[src/sv/assert_macros.svh]
// ----------------------------------------------------------------------------
// assert_macros.svh
// Concurrent assertion shorthands shared by the timeout table RTL.
// ----------------------------------------------------------------------------
`ifndef ASSERT_MACROS_SVH
`define ASSERT_MACROS_SVH

// Same-cycle implication, disabled while reset is asserted (active low).
`define ASSERT_IMPL(label, clk, rst_n, ante, cons, msg) \
    label: assert property (@(posedge clk) disable iff (!rst_n) (ante) |-> (cons)) \
        else $error(msg);

// Next-cycle implication, disabled while reset is asserted (active low).
`define ASSERT_NEXT(label, clk, rst_n, ante, cons, msg) \
    label: assert property (@(posedge clk) disable iff (!rst_n) (ante) |=> (cons)) \
        else $error(msg);

`endif

[src/sv/tte_pkg.sv]
// ----------------------------------------------------------------------------
// tte_pkg
// Shared sizes, codes and interface structs for the timeout table.
// ----------------------------------------------------------------------------
`default_nettype none

package tte_pkg;

    localparam int NUM_ENTRIES = 16;
    localparam int TIME_BITS   = 32;
    localparam int MAX_RESULTS = 16;
    localparam int ID_W        = 32;
    localparam int CFG_W       = 16;
    localparam int CFG_IDX_W   = 1;
    localparam int IDX_W       = $clog2(NUM_ENTRIES);
    localparam int CNT_W       = $clog2(NUM_ENTRIES + 1);
    localparam int EMIT_W      = $clog2(MAX_RESULTS + 1);

    localparam logic [CFG_W-1:0] TIMEOUT_RESET = 16'd100;
    localparam logic [CFG_W-1:0] PERIOD_RESET  = 16'd10;

    localparam logic [CFG_IDX_W-1:0] REG_TIMEOUT = 1'b0;
    localparam logic [CFG_IDX_W-1:0] REG_PERIOD  = 1'b1;

    localparam logic STATUS_EXPIRED = 1'b0;
    localparam logic STATUS_REJECT  = 1'b1;

    typedef enum logic [1:0] {
        OP_PUT    = 2'd0,
        OP_REMOVE = 2'd1,
        OP_TICK   = 2'd2,
        OP_NONE   = 2'd3
    } op_t;

    // compare unit results for one table entry
    typedef struct packed {
        logic id_eq;
        logic id_lt;
        logic expired;
    } match_t;

    typedef struct packed {
        logic                 en;
        logic                 id_en;
        logic [IDX_W-1:0]     addr;
        logic [ID_W-1:0]      id;
        logic [TIME_BITS-1:0] stamp;
    } store_wr_t;

    typedef struct packed {
        logic [ID_W-1:0]      id;
        logic [TIME_BITS-1:0] stamp;
    } store_rd_t;

endpackage

`default_nettype wire

[src/sv/tte_slot_store.sv]
// ----------------------------------------------------------------------------
// tte_slot_store
// Id and time stamp memory, one write and one registered read per cycle.
// ----------------------------------------------------------------------------
`default_nettype none

module tte_slot_store (
    input  wire logic                     aclk,
    input  wire tte_pkg::store_wr_t       wr,
    input  wire logic [tte_pkg::IDX_W-1:0] rd_addr,
    output tte_pkg::store_rd_t            rd_data
);
    import tte_pkg::*;

    logic [ID_W-1:0]      id_mem    [NUM_ENTRIES];
    logic [TIME_BITS-1:0] stamp_mem [NUM_ENTRIES];
    store_rd_t            rd_reg;

    always_ff @(posedge aclk) begin
        if (wr.en) begin
            stamp_mem[wr.addr] <= wr.stamp;
            if (wr.id_en) begin
                id_mem[wr.addr] <= wr.id;
            end
        end
        rd_reg.id    <= id_mem[rd_addr];
        rd_reg.stamp <= stamp_mem[rd_addr];
    end

    assign rd_data = rd_reg;

endmodule

`default_nettype wire

[src/sv/tte_match_unit.sv]
// ----------------------------------------------------------------------------
// tte_match_unit
// Shared compare unit: id equality, signed id order and age check.
// ----------------------------------------------------------------------------
`default_nettype none

module tte_match_unit (
    input  wire tte_pkg::store_rd_t              entry,
    input  wire logic [tte_pkg::ID_W-1:0]        ref_id,
    input  wire logic [tte_pkg::TIME_BITS-1:0]   now,
    input  wire logic [tte_pkg::CFG_W-1:0]       timeout,
    output tte_pkg::match_t                      match
);
    import tte_pkg::*;

    logic [TIME_BITS-1:0] age;

    // age wraps with the tick counter
    assign age           = now - entry.stamp;
    assign match.expired = (age >= TIME_BITS'(timeout));
    assign match.id_eq   = (entry.id == ref_id);
    assign match.id_lt   = ($signed(entry.id) < $signed(ref_id));

endmodule

`default_nettype wire

[src/sv/timeout_table_expiry_core.sv]
// ----------------------------------------------------------------------------
// timeout_table_expiry_core
// Pending-id table with tick-driven expiry scans and full-table rejects.
// ----------------------------------------------------------------------------
//
//   channel   dir   tdata            tuser          tlast
//   s_*       in    id [31:0]        operation[1:0] -
//   m_*       out   entry_id [31:0]  status [0]     last result of the item
//   cfg_*     in    cfg_wdata: register value, cfg_index 0 timeout, 1 period
//
// A tick that does not fire the scan leaves the block idle. Put and remove
// each sweep the slot memory once. A firing tick runs one sweep per expired
// entry (plus one sweep when nothing expired), each followed by an emit
// state; the single read port of the slot memory sets this pace.
// Reset clears the valid bits at once; no clearing pass is needed.
// A held result stalls the next emit only; s_tready is high while idle.
// ----------------------------------------------------------------------------
`default_nettype none
`include "assert_macros.svh"

module timeout_table_expiry_core (
    input  wire logic                          aclk,
    input  wire logic                          aresetn,
    // input beats
    input  wire logic                          s_tvalid,
    output logic                               s_tready,
    input  wire logic [31:0]                   s_tdata,   // [31:0] id
    input  wire logic [1:0]                    s_tuser,   // [1:0] operation
    // result beats
    output logic                               m_tvalid,
    input  wire logic                          m_tready,
    output logic [31:0]                        m_tdata,   // [31:0] entry_id
    output logic [0:0]                         m_tuser,   // [0] status
    output logic                               m_tlast,
    // register writes
    input  wire logic                          cfg_wr_en,
    input  wire logic [tte_pkg::CFG_IDX_W-1:0] cfg_index,
    input  wire logic [tte_pkg::CFG_W-1:0]     cfg_wdata
);
    import tte_pkg::*;

    typedef enum logic [2:0] {
        ST_IDLE  = 3'b001,
        ST_SWEEP = 3'b010,
        ST_EMIT  = 3'b100
    } state_t;

    // control state
    state_t               state_reg, state_next;
    logic [CFG_W-1:0]     timeout_reg, timeout_next;
    logic [CFG_W-1:0]     period_cfg_reg, period_cfg_next;
    logic [NUM_ENTRIES-1:0] slot_valid_reg, slot_valid_next;
    logic [TIME_BITS-1:0] now_reg, now_next;
    logic [CFG_W-1:0]     period_reg, period_next;
    logic                 armed_reg, armed_next;
    logic [CNT_W-1:0]     iss_reg, iss_next;
    logic                 ev_vld_reg, ev_vld_next;
    logic                 hit_found_reg, hit_found_next;
    logic                 best_found_reg, best_found_next;
    logic [1:0]           cand_reg, cand_next;
    logic [EMIT_W-1:0]    emit_cnt_reg, emit_cnt_next;
    logic                 out_valid_reg, out_valid_next;

    // payload
    op_t                  op_reg, op_next;
    logic [ID_W-1:0]      req_id_reg, req_id_next;
    logic [IDX_W-1:0]     ev_idx_reg, ev_idx_next;
    logic [IDX_W-1:0]     hit_idx_reg, hit_idx_next;
    logic [IDX_W-1:0]     best_idx_reg, best_idx_next;
    logic [ID_W-1:0]      best_id_reg, best_id_next;
    logic                 pend_status_reg, pend_status_next;
    logic [ID_W-1:0]      pend_id_reg, pend_id_next;
    logic                 pend_last_reg, pend_last_next;
    logic                 out_status_reg, out_status_next;
    logic [ID_W-1:0]      out_id_reg, out_id_next;
    logic                 out_last_reg, out_last_next;

    // datapath
    store_wr_t            wr;
    store_rd_t            rd_data;
    logic [IDX_W-1:0]     rd_addr;
    logic [ID_W-1:0]      ref_id;
    match_t               match;
    logic                 free_found;
    logic [IDX_W-1:0]     free_idx;
    logic                 s_accept;
    logic                 out_free;
    logic                 sweep_done;
    logic [CFG_W-1:0]     period_inc;

    tte_slot_store u_store (
        .aclk    (aclk),
        .wr      (wr),
        .rd_addr (rd_addr),
        .rd_data (rd_data)
    );

    tte_match_unit u_match (
        .entry   (rd_data),
        .ref_id  (ref_id),
        .now     (now_reg),
        .timeout (timeout_reg),
        .match   (match)
    );

    assign s_tready   = (state_reg == ST_IDLE);
    assign s_accept   = s_tvalid && s_tready;
    assign out_free   = !out_valid_reg || m_tready;
    assign sweep_done = (iss_reg == CNT_W'(NUM_ENTRIES)) && !ev_vld_reg;
    assign rd_addr    = iss_reg[IDX_W-1:0];
    assign period_inc = period_reg + CFG_W'(1);
    // scans order ids against the running minimum; put/remove match the request
    assign ref_id     = (op_reg == OP_TICK) ? best_id_reg : req_id_reg;

    // lowest free slot
    always_comb begin
        free_found = 1'b0;
        free_idx   = '0;
        for (int i = NUM_ENTRIES - 1; i >= 0; i--) begin
            if (!slot_valid_reg[i]) begin
                free_found = 1'b1;
                free_idx   = IDX_W'(i);
            end
        end
    end

    always_comb begin
        state_next       = state_reg;
        timeout_next     = timeout_reg;
        period_cfg_next  = period_cfg_reg;
        slot_valid_next  = slot_valid_reg;
        now_next         = now_reg;
        period_next      = period_reg;
        armed_next       = armed_reg;
        iss_next         = iss_reg;
        ev_vld_next      = 1'b0;
        hit_found_next   = hit_found_reg;
        best_found_next  = best_found_reg;
        cand_next        = cand_reg;
        emit_cnt_next    = emit_cnt_reg;
        out_valid_next   = out_valid_reg && !m_tready;
        op_next          = op_reg;
        req_id_next      = req_id_reg;
        ev_idx_next      = ev_idx_reg;
        hit_idx_next     = hit_idx_reg;
        best_idx_next    = best_idx_reg;
        best_id_next     = best_id_reg;
        pend_status_next = pend_status_reg;
        pend_id_next     = pend_id_reg;
        pend_last_next   = pend_last_reg;
        out_status_next  = out_status_reg;
        out_id_next      = out_id_reg;
        out_last_next    = out_last_reg;
        wr               = '0;

        if (cfg_wr_en) begin
            case (cfg_index)
                REG_TIMEOUT: timeout_next    = cfg_wdata;
                REG_PERIOD:  period_cfg_next = cfg_wdata;
                default: ;
            endcase
        end

        case (state_reg)
            ST_IDLE: begin
                if (s_accept) begin
                    case (op_t'(s_tuser))
                        OP_PUT, OP_REMOVE: begin
                            op_next        = op_t'(s_tuser);
                            req_id_next    = s_tdata;
                            iss_next       = '0;
                            hit_found_next = 1'b0;
                            state_next     = ST_SWEEP;
                        end
                        OP_TICK: begin
                            op_next  = OP_TICK;
                            now_next = now_reg + TIME_BITS'(1);
                            if (armed_reg) begin
                                // a zero period fires on every tick
                                if (period_inc >= period_cfg_reg) begin
                                    period_next     = '0;
                                    emit_cnt_next   = '0;
                                    best_found_next = 1'b0;
                                    cand_next       = '0;
                                    iss_next        = '0;
                                    state_next      = ST_SWEEP;
                                end else begin
                                    period_next = period_inc;
                                end
                            end
                        end
                        default: ;
                    endcase
                end
            end

            ST_SWEEP: begin
                // issue one read per cycle, evaluate it in the next cycle
                if (iss_reg < CNT_W'(NUM_ENTRIES)) begin
                    iss_next    = iss_reg + CNT_W'(1);
                    ev_vld_next = 1'b1;
                    ev_idx_next = iss_reg[IDX_W-1:0];
                end

                if (ev_vld_reg && slot_valid_reg[ev_idx_reg]) begin
                    case (op_reg)
                        OP_PUT: begin
                            if (match.id_eq) begin
                                hit_found_next = 1'b1;
                                hit_idx_next   = ev_idx_reg;
                            end
                        end
                        OP_REMOVE: begin
                            if (match.id_eq) begin
                                slot_valid_next[ev_idx_reg] = 1'b0;
                            end
                        end
                        OP_TICK: begin
                            if (match.expired) begin
                                if (cand_reg != 2'd2) begin
                                    cand_next = cand_reg + 2'd1;
                                end
                                if (!best_found_reg || match.id_lt) begin
                                    best_found_next = 1'b1;
                                    best_idx_next   = ev_idx_reg;
                                    best_id_next    = rd_data.id;
                                end
                            end
                        end
                        default: ;
                    endcase
                end

                if (sweep_done) begin
                    case (op_reg)
                        OP_PUT: begin
                            if (hit_found_reg) begin
                                wr.en      = 1'b1;
                                wr.addr    = hit_idx_reg;
                                wr.stamp   = now_reg;
                                state_next = ST_IDLE;
                            end else if (free_found) begin
                                wr.en    = 1'b1;
                                wr.id_en = 1'b1;
                                wr.addr  = free_idx;
                                wr.id    = req_id_reg;
                                wr.stamp = now_reg;
                                slot_valid_next[free_idx] = 1'b1;
                                // first entry restarts the check timer
                                if (slot_valid_reg == '0) begin
                                    armed_next  = 1'b1;
                                    period_next = '0;
                                end
                                state_next = ST_IDLE;
                            end else begin
                                pend_status_next = STATUS_REJECT;
                                pend_id_next     = req_id_reg;
                                pend_last_next   = 1'b1;
                                state_next       = ST_EMIT;
                            end
                        end
                        OP_TICK: begin
                            if (best_found_reg) begin
                                slot_valid_next[best_idx_reg] = 1'b0;
                                pend_status_next = STATUS_EXPIRED;
                                pend_id_next     = best_id_reg;
                                pend_last_next   = (cand_reg == 2'd1) ||
                                    (emit_cnt_reg == EMIT_W'(MAX_RESULTS - 1));
                                emit_cnt_next    = emit_cnt_reg + EMIT_W'(1);
                                state_next       = ST_EMIT;
                            end else begin
                                armed_next = |slot_valid_reg;
                                state_next = ST_IDLE;
                            end
                        end
                        default: state_next = ST_IDLE;
                    endcase
                end
            end

            ST_EMIT: begin
                if (out_free) begin
                    out_valid_next  = 1'b1;
                    out_status_next = pend_status_reg;
                    out_id_next     = pend_id_reg;
                    out_last_next   = pend_last_reg;
                    if (pend_last_reg) begin
                        if (op_reg == OP_TICK) begin
                            armed_next = |slot_valid_reg;
                        end
                        state_next = ST_IDLE;
                    end else begin
                        // next pass for the following smallest expired id
                        iss_next        = '0;
                        best_found_next = 1'b0;
                        cand_next       = '0;
                        state_next      = ST_SWEEP;
                    end
                end
            end

            default: state_next = ST_IDLE;
        endcase
    end

    always_ff @(posedge aclk) begin
        if (!aresetn) begin
            state_reg      <= ST_IDLE;
            timeout_reg    <= TIMEOUT_RESET;
            period_cfg_reg <= PERIOD_RESET;
            slot_valid_reg <= '0;
            now_reg        <= '0;
            period_reg     <= '0;
            armed_reg      <= 1'b0;
            iss_reg        <= '0;
            ev_vld_reg     <= 1'b0;
            hit_found_reg  <= 1'b0;
            best_found_reg <= 1'b0;
            cand_reg       <= '0;
            emit_cnt_reg   <= '0;
            out_valid_reg  <= 1'b0;
        end else begin
            state_reg      <= state_next;
            timeout_reg    <= timeout_next;
            period_cfg_reg <= period_cfg_next;
            slot_valid_reg <= slot_valid_next;
            now_reg        <= now_next;
            period_reg     <= period_next;
            armed_reg      <= armed_next;
            iss_reg        <= iss_next;
            ev_vld_reg     <= ev_vld_next;
            hit_found_reg  <= hit_found_next;
            best_found_reg <= best_found_next;
            cand_reg       <= cand_next;
            emit_cnt_reg   <= emit_cnt_next;
            out_valid_reg  <= out_valid_next;
        end
    end

    always_ff @(posedge aclk) begin
        op_reg          <= op_next;
        req_id_reg      <= req_id_next;
        ev_idx_reg      <= ev_idx_next;
        hit_idx_reg     <= hit_idx_next;
        best_idx_reg    <= best_idx_next;
        best_id_reg     <= best_id_next;
        pend_status_reg <= pend_status_next;
        pend_id_reg     <= pend_id_next;
        pend_last_reg   <= pend_last_next;
        out_status_reg  <= out_status_next;
        out_id_reg      <= out_id_next;
        out_last_reg    <= out_last_next;
    end

    assign m_tvalid = out_valid_reg;
    assign m_tdata  = out_id_reg;
    assign m_tuser  = out_status_reg;
    assign m_tlast  = out_last_reg;

    // a live entry always keeps the check timer armed
    `ASSERT_IMPL(a_nonempty_armed, aclk, aresetn, (|slot_valid_reg), armed_reg, "entry held while timer disarmed")
    // a reject is the only result of its put
    `ASSERT_IMPL(a_reject_last, aclk, aresetn, m_tvalid && (m_tuser[0] == STATUS_REJECT), m_tlast, "reject without tlast")
    // one scan never emits more than the result limit
    `ASSERT_IMPL(a_emit_bound, aclk, aresetn, state_reg != ST_IDLE, emit_cnt_reg <= EMIT_W'(MAX_RESULTS), "scan emitted too many results")
    // loading the output never drops a result still waiting
    `ASSERT_NEXT(a_no_overwrite, aclk, aresetn, m_tvalid && !m_tready, m_tvalid, "held result lost")

endmodule

`default_nettype wire

[config.mk]
export PLATFORM = sky130hd
export DESIGN_NAME = timeout_table_expiry_core
export DESIGN_NICKNAME = d
export VERILOG_FILES = /design/src/sv/tte_pkg.sv /design/src/sv/tte_slot_store.sv /design/src/sv/tte_match_unit.sv /design/src/sv/timeout_table_expiry_core.sv
export VERILOG_INCLUDE_DIRS = /design/src /design/src/sv
export SDC_FILE = /design/constraint.sdc
export NUM_CORES = 1
export LEC_CHECK = 0
export ABC_AREA = 0
export BUFFER_PORTS_ARGS = -buffer_cell sky130_fd_sc_hd__buf_2
export CAP_MARGIN = 20
export CELL_PAD_IN_SITES_DETAIL_PLACEMENT = 1
export CELL_PAD_IN_SITES_GLOBAL_PLACEMENT = 2
export CORE_MARGIN = 4
export CORE_UTILIZATION = 40
export DETAILED_ROUTE_END_ITERATION = 6
export GPL_ROUTABILITY_DRIVEN = 0
export PLACE_DENSITY_LB_ADDON = 0.1
export SLEW_MARGIN = 0
export SYNTH_ARGS = -nofsm -noshare
export SYNTH_HDL_FRONTEND = slang
export SYNTH_SLANG_ARGS = --single-unit
[constraint.sdc]
create_clock -name aclk -period 12.75 [get_ports aclk]
set_input_delay 0 -clock aclk [delete_from_list [all_inputs] [get_ports aclk]]
set_output_delay 0 -clock aclk [all_outputs]
set_load 0.005 [all_outputs]
# Word-level counts from Yosys, hierarchy flattened
# Memory sizes are Yosys's and may differ from the RTL's. A register that Yosys moved wholly into a read port is not among the register bits.
# Cells that the tools add are included.
# word_totals
reg_bits,262
ram_bits,1024
in_bits,56
output_inout_bits,36
word_cells,290
n_memories,2
# memory_table
name,words,width,read_ports,rd_clocked_by_memory_dff,wr,line_no,rtl
u_store.id_mem,16,32,1,1,1,tte_slot_store.sv:15,logic [ID_W-1:0] id_mem [NUM_ENTRIES];
u_store.stamp_mem,16,32,1,1,1,tte_slot_store.sv:16,logic [TIME_BITS-1:0] stamp_mem [NUM_ENTRIES];
# op_classes
add_sub_neg,6
order_cmp,10
n_eq_ne,45
muxes,152
n_bitwise,6
reduce_logical,43
# op_table
cell,n
two-way mux 70 bit,4
two-way mux 16 bit,17
two-way mux 32 bit,6
two-way mux 4 bit,17
case mux 16 bit (2 select lines),2
case mux 32 bit (2 select lines),1
two-way mux 1 bit,57
two-way mux 5 bit,11
!= test 2 bit (second input constant),20
adder 32 x 1 -> 32 bit (second input constant),1
AND 16 bit,2
== test 32 bit,1
>= comparator 32 x 16 -> 1 bit,1
< comparator 32 bit,1
inverter 16 bit,2
subtractor 32 bit,1
two-way mux 3 bit,8
two-way mux 2 bit,11
AND reduction 11 bit,2
case mux 5 bit (2 select lines),2
!= test 3 bit (second input constant),6
AND reduction 6 bit,3
adder 16 x 1 -> 16 bit (second input constant),1
>= comparator 16 bit,1
other kinds (42),84

# Logic depth before layout (Yosys ltp)
# depth
word_depth,25
ltp_mapped,21
depth_no_buf,21

# Modules after synthesis
# A second synthesis with hierarchy kept.
# unflattened
cells_unflattened,3274
hier_area_um2,54584.9
# modules_own_cells
module,n_inst,cells_each,area_each_um2,seq_area_each_um2
tte_slot_store,1,1671,39680.6,32030.7
timeout_table_expiry_core,1,1142,11801.3,6706.4
tte_match_unit,1,461,3103.0,0.0

# Worst setup path after synthesis
# OpenSTA, ideal clock, no wires.
# synth_path
kind,flip-flop to flip-flop
startpoint,register iss_reg[0]
endpoint,memory u_store.stamp_mem[0][0] (enable)
setup_ps,501
arrival_time_ps,5387
t_required_ps,12249
slack_ps,6861
stages_incl_launch_ff,12
n_path_buf,4
synth_period_minus_slack_ps,5889
path_cell_list,dfxtp_1 > clkbuf_1 > clkbuf_1 > buf_1 > inv_1 > ha_1 > nand2_1 > nor4_2 > nand2_1 > clkbuf_1 > a21oi_1 > nor4_1
# synth_between
elab_chain_len,6
# synth_lines
element,line_no,rtl
"start, declared",timeout_table_expiry_core.sv:56,"logic [CNT_W-1:0] iss_reg, iss_next;"
"start signal, assigned",timeout_table_expiry_core.sv:330,iss_reg <= iss_next;
== test 5 bit *,timeout_table_expiry_core.sv:109,assign sweep_done = (iss_reg == CNT_W'(NUM_ENTRIES)) && !ev_vld_reg;
logical AND 1 bit *,timeout_table_expiry_core.sv:109,
two-way mux 70 bit *,timeout_table_expiry_core.sv:234,if (sweep_done) begin
two-way mux 70 bit *,timeout_table_expiry_core.sv:164,case (state_reg)
two-way mux 1 bit,tte_slot_store.sv:20,if (wr.en) begin
two-way mux 1 bit (implied by the code),tte_slot_store.sv:21,stamp_mem[wr.addr] <= wr.stamp;
"end, declared",tte_slot_store.sv:16,
# Mark *: on every way between the ends. The rest lies on a longest branch, timed or not.

# Final worst setup path
# layout_path
startpoint,register op_reg[0]
endpoint,register slot_valid_reg[2]
# layout_between
elab_chain_len,12
word_cells_on_any_way,16
classes_between,3 x eq/ne; 10 x mux; 2 x bitwise; 1 x reduce/logical
# layout_lines
element,line_no,rtl
"start, declared",timeout_table_expiry_core.sv:65,"op_t op_reg, op_next;"
"start signal, assigned",timeout_table_expiry_core.sv:341,op_reg <= op_next;
== test 2 bit,"timeout_table_expiry_core.sv:113, timeout_table_expiry_core.sv:235",
two-way mux 32 bit,timeout_table_expiry_core.sv:113,assign ref_id = (op_reg == OP_TICK) ? best_id_reg : req_id_reg;
== test 32 bit,tte_match_unit.sv:21,assign match.id_eq = (entry.id == ref_id);
two-way mux 16 bit,timeout_table_expiry_core.sv:214,if (match.id_eq) begin
two-way mux 16 bit,timeout_table_expiry_core.sv:206,case (op_reg)
two-way mux 16 bit,timeout_table_expiry_core.sv:205,if (ev_vld_reg && slot_valid_reg[ev_idx_reg]) begin
two-way mux 16 bit,timeout_table_expiry_core.sv:164,
bitwise OR 16 bit (no line),-,
two-way mux 16 bit,timeout_table_expiry_core.sv:242,end else if (free_found) begin
two-way mux 16 bit,timeout_table_expiry_core.sv:237,if (hit_found_reg) begin
case mux 16 bit (2 select lines),timeout_table_expiry_core.sv:235,case (op_reg)
two-way mux 16 bit *,timeout_table_expiry_core.sv:234,
"end signal, assigned",timeout_table_expiry_core.sv:326,slot_valid_reg <= slot_valid_next;
"end, declared",timeout_table_expiry_core.sv:52,"logic [NUM_ENTRIES-1:0] slot_valid_reg, slot_valid_next;"
# Mark *: on every way between the ends. The rest lies on a longest branch, timed or not. The select of a mux whose other input is x is not followed.
# A chain may end at the register's enable or synchronous reset.

==> flow_metrics.tcl <==
set metrics [dict create \
    clk_pin_slew_ns 0.05 \
    synthTopCellsByArea "edfxtp_1, mux4_2, dfxtp_1" \
    finalHoldViolCount 0 \
    drtPass1Iterations 5 \
    fin_util 0.469 \
    r2r_slack_ns 6.95 \
    syn_inst 3099 \
    internal_power_w 0.00728 \
    grt_usage 0.205 \
    ioPinCount 92 \
    rsz0062_at_grt "false" \
    power_density_nw_per_um2 144 \
    yosysTopAreaCell "edfxtp_1" \
    grt_pass1_wl_mm 214 \
    dieArea_um2 142000 \
    grt_pass1_vias 31700 \
    layout_worst_path_cycle_share 0.455 \
    critPathLaunch "op_reg[0]" \
    synth_edf_count 1170 \
    r2r_start "op_reg[0]" \
    cp.required_ns 13.36 \
    place_inst 4900 \
    ys_seq_area_frac 0.711 \
    fp.dieH_um 377 \
    seq_power_share 0.522 \
    cts_tree "yes" \
    clk_latency_ns 0.77 \
    ir_drop_mv 0.131 \
    drt_iter0_markers 2228 \
    die_w_um 377 \
    holdCritStartpoint "cfg_wdata[0]" \
    finalClockSkew_ns 0.0259 \
    antenna_found_initial 3 \
    synth_ff_type "edfxtp_1" \
    max_cap_violations 0 \
    fin_cells 5298 \
    arrival_ns 6.41 \
    drc 0 \
    synth.most_common_cell "edfxtp_1" \
    switching_power_w 0.00185 \
    row_count 135 \
    layout-drive-gt1-share 0.217 \
    drt-wirelength-per-cell_um 27.2 \
    numCtsBuffers 148 \
    portBuffers 91 \
    routed_wl_mm 144 \
    synth_area_per_cell_um2 17.6 \
    crit_type "reg -> reg" \
    status "completed" \
    via_per_inst 5.54 \
    area_growth_pct 16.5 \
    cts_max_level 4 \
    yosys_warnings 0 \
    yosysUniqueCellTypes 74 \
    clock-sinks 1350 \
    cts-resized-gates 0 \
    grt_max_degree 100 \
    core_um2 135000 \
    grt_overflow 0 \
    synth_common_cells "edfxtp_1, mux4_2, dfxtp_1" \
    hpwl_mm 80.6 \
    maxSlewHeadroom 0.237 \
    synth_async_sr_flop_share 0 \
    via_count 29300 \
    critPathMaxFanout 36 \
    period_minus_slack_ns 5.80 \
    hp-class "in -> reg" \
    pre_cts_slack_ns 6.93 \
    clock_power_share 0.458 \
    synth_top_cell_area_share 0.645 \
    nNetsFinal 3554 \
    swShare 0.203 \
    power_frac_comb 0.020 \
    cellLeakagePower_nw 19.0 \
    end_kind "flip-flop" \
    start_kind "flip-flop" \
    finalMaxSlewViolations 0 \
    clockBufferDepth 3 \
    ys_ff_latch 1350 \
    final.setup.tns_ns 0 \
    drtAntennaViolNets 0 \
    syn_area_um2 54400 \
    timing.fmax_mhz 173 \
    syn_nets 3259 \
    worst_pin_slew_ns 1.14 \
    setup_ws_ns 6.95 \
    setup_viol 0 \
    root_buffer "clkbuf_16" \
    initial_utilization 0.402 \
    holdWs_ns 0.0805 \
]
==> worst max-delay path: stages (launching register included) <==
cell,delay (ns)
edfxtp_1,0.50
nor2b_4,0.16
buf_4,0.57
mux2i_1,0.30
ha_1,0.38
nand4_1,0.13
or2_1,0.28
nor4_1,0.93
nand3_1,0.66
or4_1,0.74
nor3b_1,0.49
a22oi_1,0.19
o21ai_1,0.17
a21oi_1,0.08
==> routing by layer <==
layer	GRT usage	share of wire	vias to the layer above
li1	-	-	12900
met1	0.285	0.45	15600
met2	0.341	0.49	649
met3	0.0324	0.046	170
met4	0.0475	0.017	0
met5	0	0	-
==> stage by stage <==
stage	instance area (um2)	total power, W
after floorplan	54400	0.00495
after detailed placement	57400	0.00501
after global placement	57400	0.00501
final	63400	0.00913
after CTS	63400	0.00925
after global routing	63400	0.00946
==> worst paths after layout <==
kind / to / depth (start not counted)
min reg2reg: m_tdata[27] / 0
max: slot_valid_reg[2] / 13
min: timeout_reg[0] / 4
max reg2reg: slot_valid_reg[2] / 13
==> area by class of cell <==
class                   count  area (um2)
fillers                 12700       71900
clock inverters            72         708
well taps                1781        2230
flip-flops and latches   1350       38800
repair buffers            279        2190
inverters                 132         497
clock buffers             200        4050
diodes                      1        2.50
multi-input cells        1483       15000
==> power by group through the flow <==
stage	sequential [W]	combinational [W]	clock (W)
floorplan	0.00485	0.000103	0
global placement	0.00486	0.000156	0
detailed placement	0.00486	0.000158	0
CTS	0.00476	0.000188	0.00430
global route	0.00476	0.000205	0.00449
finish	0.00476	0.000185	0.00418
==> cells by family (layout without fill, tap and decap cells) <==
kind of cell,after synthesis,in the layout,share of synthesized area
buf+inv,266,683,0.0186
xor+xnor,54,54,0.00869
compound gates,362,362,0.0407
mux,359,359,0.141
fa+ha+maj,104,104,0.0240
simple gates,604,604,0.0558
other cells,0,1,0
flops,1350,1350,0.711
==> repair_timing <==
item,4_1_cts,5_1_grt
endpoints found under the setup margin,0,0
endpoints found under the hold margin,101,0
buffers inserted,0,0
hold buffers,123,0
==> placed cells by master, fill, tap and decap left out, drive strengths merged, types with 84 or more instances in the layout <==
master | netlist | layout
edfxtp | 1170 | 1170
nor2 | 145 | 145
o21ai | 84 | 84
buf | 32 | 156
nand2 | 168 | 168
a21oi | 137 | 137
ha | 103 | 103
dlygate4sd3 | 0 | 123
clkbuf | 102 | 200
dfxtp | 180 | 180
inv | 132 | 137
mux4 | 325 | 325
(Power assumes the default switching activity.)
